--- src/sv/vlrb_ram.sv ---
// Simple dual-port synchronous RAM with registered read data.
`default_nettype none
module vlrb_ram #(
  parameter int unsigned Width = 8,
  parameter int unsigned Depth = 16
) (
  input  wire logic                     clk_i,
  input  wire logic                     we_i,
  input  wire logic [$clog2(Depth)-1:0] waddr_i,
  input  wire logic [Width-1:0]         wdata_i,
  input  wire logic                     re_i,
  input  wire logic [$clog2(Depth)-1:0] raddr_i,
  output logic      [Width-1:0]         rdata_o
);

  logic [Width-1:0] mem [Depth];

  always_ff @(posedge clk_i) begin
    if (we_i) begin
      mem[waddr_i] <= wdata_i;
    end
  end

  always_ff @(posedge clk_i) begin
    if (re_i) begin
      rdata_o <= mem[raddr_i];
    end
  end

endmodule
`default_nettype wire

--- config.mk ---
export PLATFORM = sky130hd
export DESIGN_NAME = vlrb_ram
export DESIGN_NICKNAME = d
export VERILOG_FILES = /design/src/sv/vlrb_ram.sv
export SDC_FILE = /design/constraint.sdc
export NUM_CORES = 1
export LEC_CHECK = 0
export BUFFER_PORTS_ARGS = -buffer_cell sky130_fd_sc_hd__buf_2
export CAP_MARGIN = 10
export CORE_MARGIN = 2
export CORE_UTILIZATION = 40
export CTS_CLUSTER_DIAMETER = 60
export DETAILED_ROUTE_END_ITERATION = 12
export GPL_TIMING_DRIVEN = 0
export PLACE_DENSITY = 0.58
export SKIP_CTS_REPAIR_TIMING = 1
export SYNTH_ARGS = -nofsm -noshare
export SYNTH_HDL_FRONTEND = slang
export SYNTH_SLANG_ARGS = --single-unit
--- constraint.sdc ---
create_clock -name clk_i -period 2.3 [get_ports clk_i]
set_input_delay 0.23 -clock clk_i [delete_from_list [all_inputs] [get_ports clk_i]]
set_output_delay 0.23 -clock clk_i [all_outputs]
set_load 0.1 [all_outputs]
==> results_dict.tcl <==
set metrics [dict create \
    drt_iter0_drc 216 \
    post_drt_wl_per_cell_microns 21.4 \
    min_path_cells 1 \
    p_leak_nw 2.07 \
    drive_above_1_share_pct 28.7 \
    cp-start-kind "input pin" \
    ys_seq_area_share_pct 78.1 \
    worstPathMaxFanout 8 \
    p_per_area_mw_per_mm2 966 \
    cts_max_level 4 \
    fin_skew_ns 0.00920 \
    vdd_drop_max_mv 0.423 \
    pwr-share-clk_pct 47.4 \
    final_cell_mix "edfxtp_1 (136), buf_2 (29), mux4_2 (18), clkbuf_16 (17), a22oi_1 (16)" \
    drc_errors 0 \
    first_pass_iters 7 \
    cp-end-kind "flop" \
    synthDistinctLibCells 18 \
    hold_start "re_i" \
    clockBufferDepth 2 \
    power_switching_w 0.00119 \
    vias 2439 \
    grt_pass1_wl_microns 14800 \
    syn_inst 229 \
    min_path_type "input pin to flop" \
    avgSynthCellArea_sq_um 22.8 \
    grt.total_usage_pct 15.2 \
    worstMarginPinSlew_ns 1.24 \
    rr_startpoint "mem[15][0]$_DFFE_PP_" \
    clkTransAtPathRegs_ns 0.05 \
    initial_utilization_pct 41.3 \
    r2r_cells 3 \
    setup_viol 0 \
    timing.hold.ws_ns 0.146 \
    grt_pass1_vias 2399 \
    regToRegSetupSlack_ns 0.76 \
    period_share_pct 68.5 \
    synth_area_sq_mm 0.00523 \
    outcome "completed" \
    switching_share_pct 19.8 \
    hold_violations 0 \
    area_delta_synth_final_pct 18.7 \
    dieArea_sq_mm 0.0140 \
    required_ns 2.32 \
    cts_root_buf "clkbuf_16" \
    gp_congestion 0.674 \
    cts_tree "built" \
    rows 41 \
    detail-route-antenna-nets 0 \
    p_total_w 0.00599 \
    fmax_mhz 634 \
    worstSetupPathType "input pin to flop" \
    antenna_cells 0 \
    viasPerCell 5.29 \
    multiInputGateArea_sq_mm 0.00106 \
    yosysWarnings 0 \
    dp_hpwl_microns 6340 \
    clk_latency_ns 0.41 \
    portBuffers 25 \
    ys_seq_elements 136 \
    ios 27 \
    grt_setup_unrepaired "no" \
    finalNetCount 295 \
    maxSlewViolCount 0 \
    holdPathEnd "rdata_o[4]$_DFFE_PP_" \
    cts_made_buffers 17 \
    r2r_end "rdata_o[0]$_DFFE_PP_" \
    regArea_sq_mm 0.00408 \
    synth_nets 248 \
    slew_headroom_pct 16.7 \
    arrival_ns 1.60 \
    gr-total-overflow 0 \
    intPower_w 0.00481 \
    clock_sinks 136 \
    drv_cap 0 \
    antenna_found_initial 0 \
    die-width_microns 118 \
    grt_max_degree 17 \
    seq_power_share_pct 46.8 \
    comb_power_share_pct 5.8 \
    die_h_microns 118 \
    routed_wirelength_microns 9880 \
    core_sq_mm 0.0127 \
    period_minus_slack_ns 1.58 \
    fill_cells 1059 \
    layout_commonest_cell "edfxtp_1" \
]
-- flip-flops by register name (all words and copies together) (netlist names) --
signal   flops
mem        128
rdata_o      8
-- routing by layer --
metal	routed length [microns]	vias up	global-route usage (%)
met3	448	12	3.57
met5	0	-	0
met2	4750	81	22.2
met4	146	0	7.45
li1	-	1077	-
met1	4540	1269	21.4
-- synth_stat cells --
cell	number	share of area, %
or3b_2	1	0.17
buf_2	3	0.29
mux4_1	14	7.0
clkdlybuf4s25_2	3	0.57
a22oi_1	16	2.3
nand2b_1	2	0.24
nor3_1	4	0.38
buf_4	1	0.14
nor2_1	13	0.93
mux4_2	18	7.8
and2_1	1	0.12
buf_6	3	0.65
edfxtp_1	136	78
and2b_1	1	0.14
nand3_1	1	0.096
nor2b_1	1	0.12
nand2_1	9	0.65
nand3b_1	2	0.29
-- stage by stage --
step           worst slack (ns)  std cells  TNS [ns]  utilization, %  area (sq um)
3_5_place_dp              0.167        428         0            44.0          5580
2_1_floorplan             0.577        229         0               -          5230
4_1_cts                   0.600        460         0            48.9          6200
5_1_grt                   0.648        461         0            49.0          6210
3_3_place_gp            -0.0267        426    -0.211            43.9          5570
6_report                  0.724        461         0            49.0          6210
-- worst max path at each step --
stage	startpoint	endpoint	slack (ns)	cells past startpoint
detailed placement	waddr_i[2]	mem[8][3]$_DFFE_PP_	0.17	3
global route	waddr_i[2]	mem[8][3]$_DFFE_PP_	0.65	3
CTS	waddr_i[2]	mem[8][3]$_DFFE_PP_	0.60	3
finish	waddr_i[2]	mem[8][3]$_DFFE_PP_	0.72	3
floorplan	waddr_i[2]	mem[0][0]$_DFFE_PP_	0.58	2
global placement	waddr_i[2]	mem[0][1]$_DFFE_PP_	-0.03	3
-- layout make-up --
cell class	instances	share of cell area [%]
plain buffers	10	1.39
multi-input cells	83	17.0
clock buffers	21	7.10
repair buffers	28	2.34
flip-flops and latches	136	65.8
well taps	172	3.47
clock inverters	11	2.86
-- critical path: stages --
cell      delay [ns]
buf_2           0.11
nand3b_1        0.26
nor3_1          0.99
-- kinds of logic after synthesis --
family	count (synthesis)	share of synthesized area, %
AOI/OAI and AO/OA	16	2.30
buffers and inverters	10	1.65
DFF	136	78.1
muxes	32	14.8
and+or+nand+nor	35	3.14
-- power groups by stage --
stage | sequential [W] | combinational, W | clock (W)
after floorplan | 0.00294 | 0.000141 | 0
after global placement | 0.00285 | 0.000347 | 0
after detailed placement | 0.00286 | 0.000353 | 0
after CTS | 0.00281 | 0.000353 | 0.00288
after global routing | 0.00281 | 0.000371 | 0.00298
final | 0.00280 | 0.000348 | 0.00284
Power figures use the tool's default switching activity.
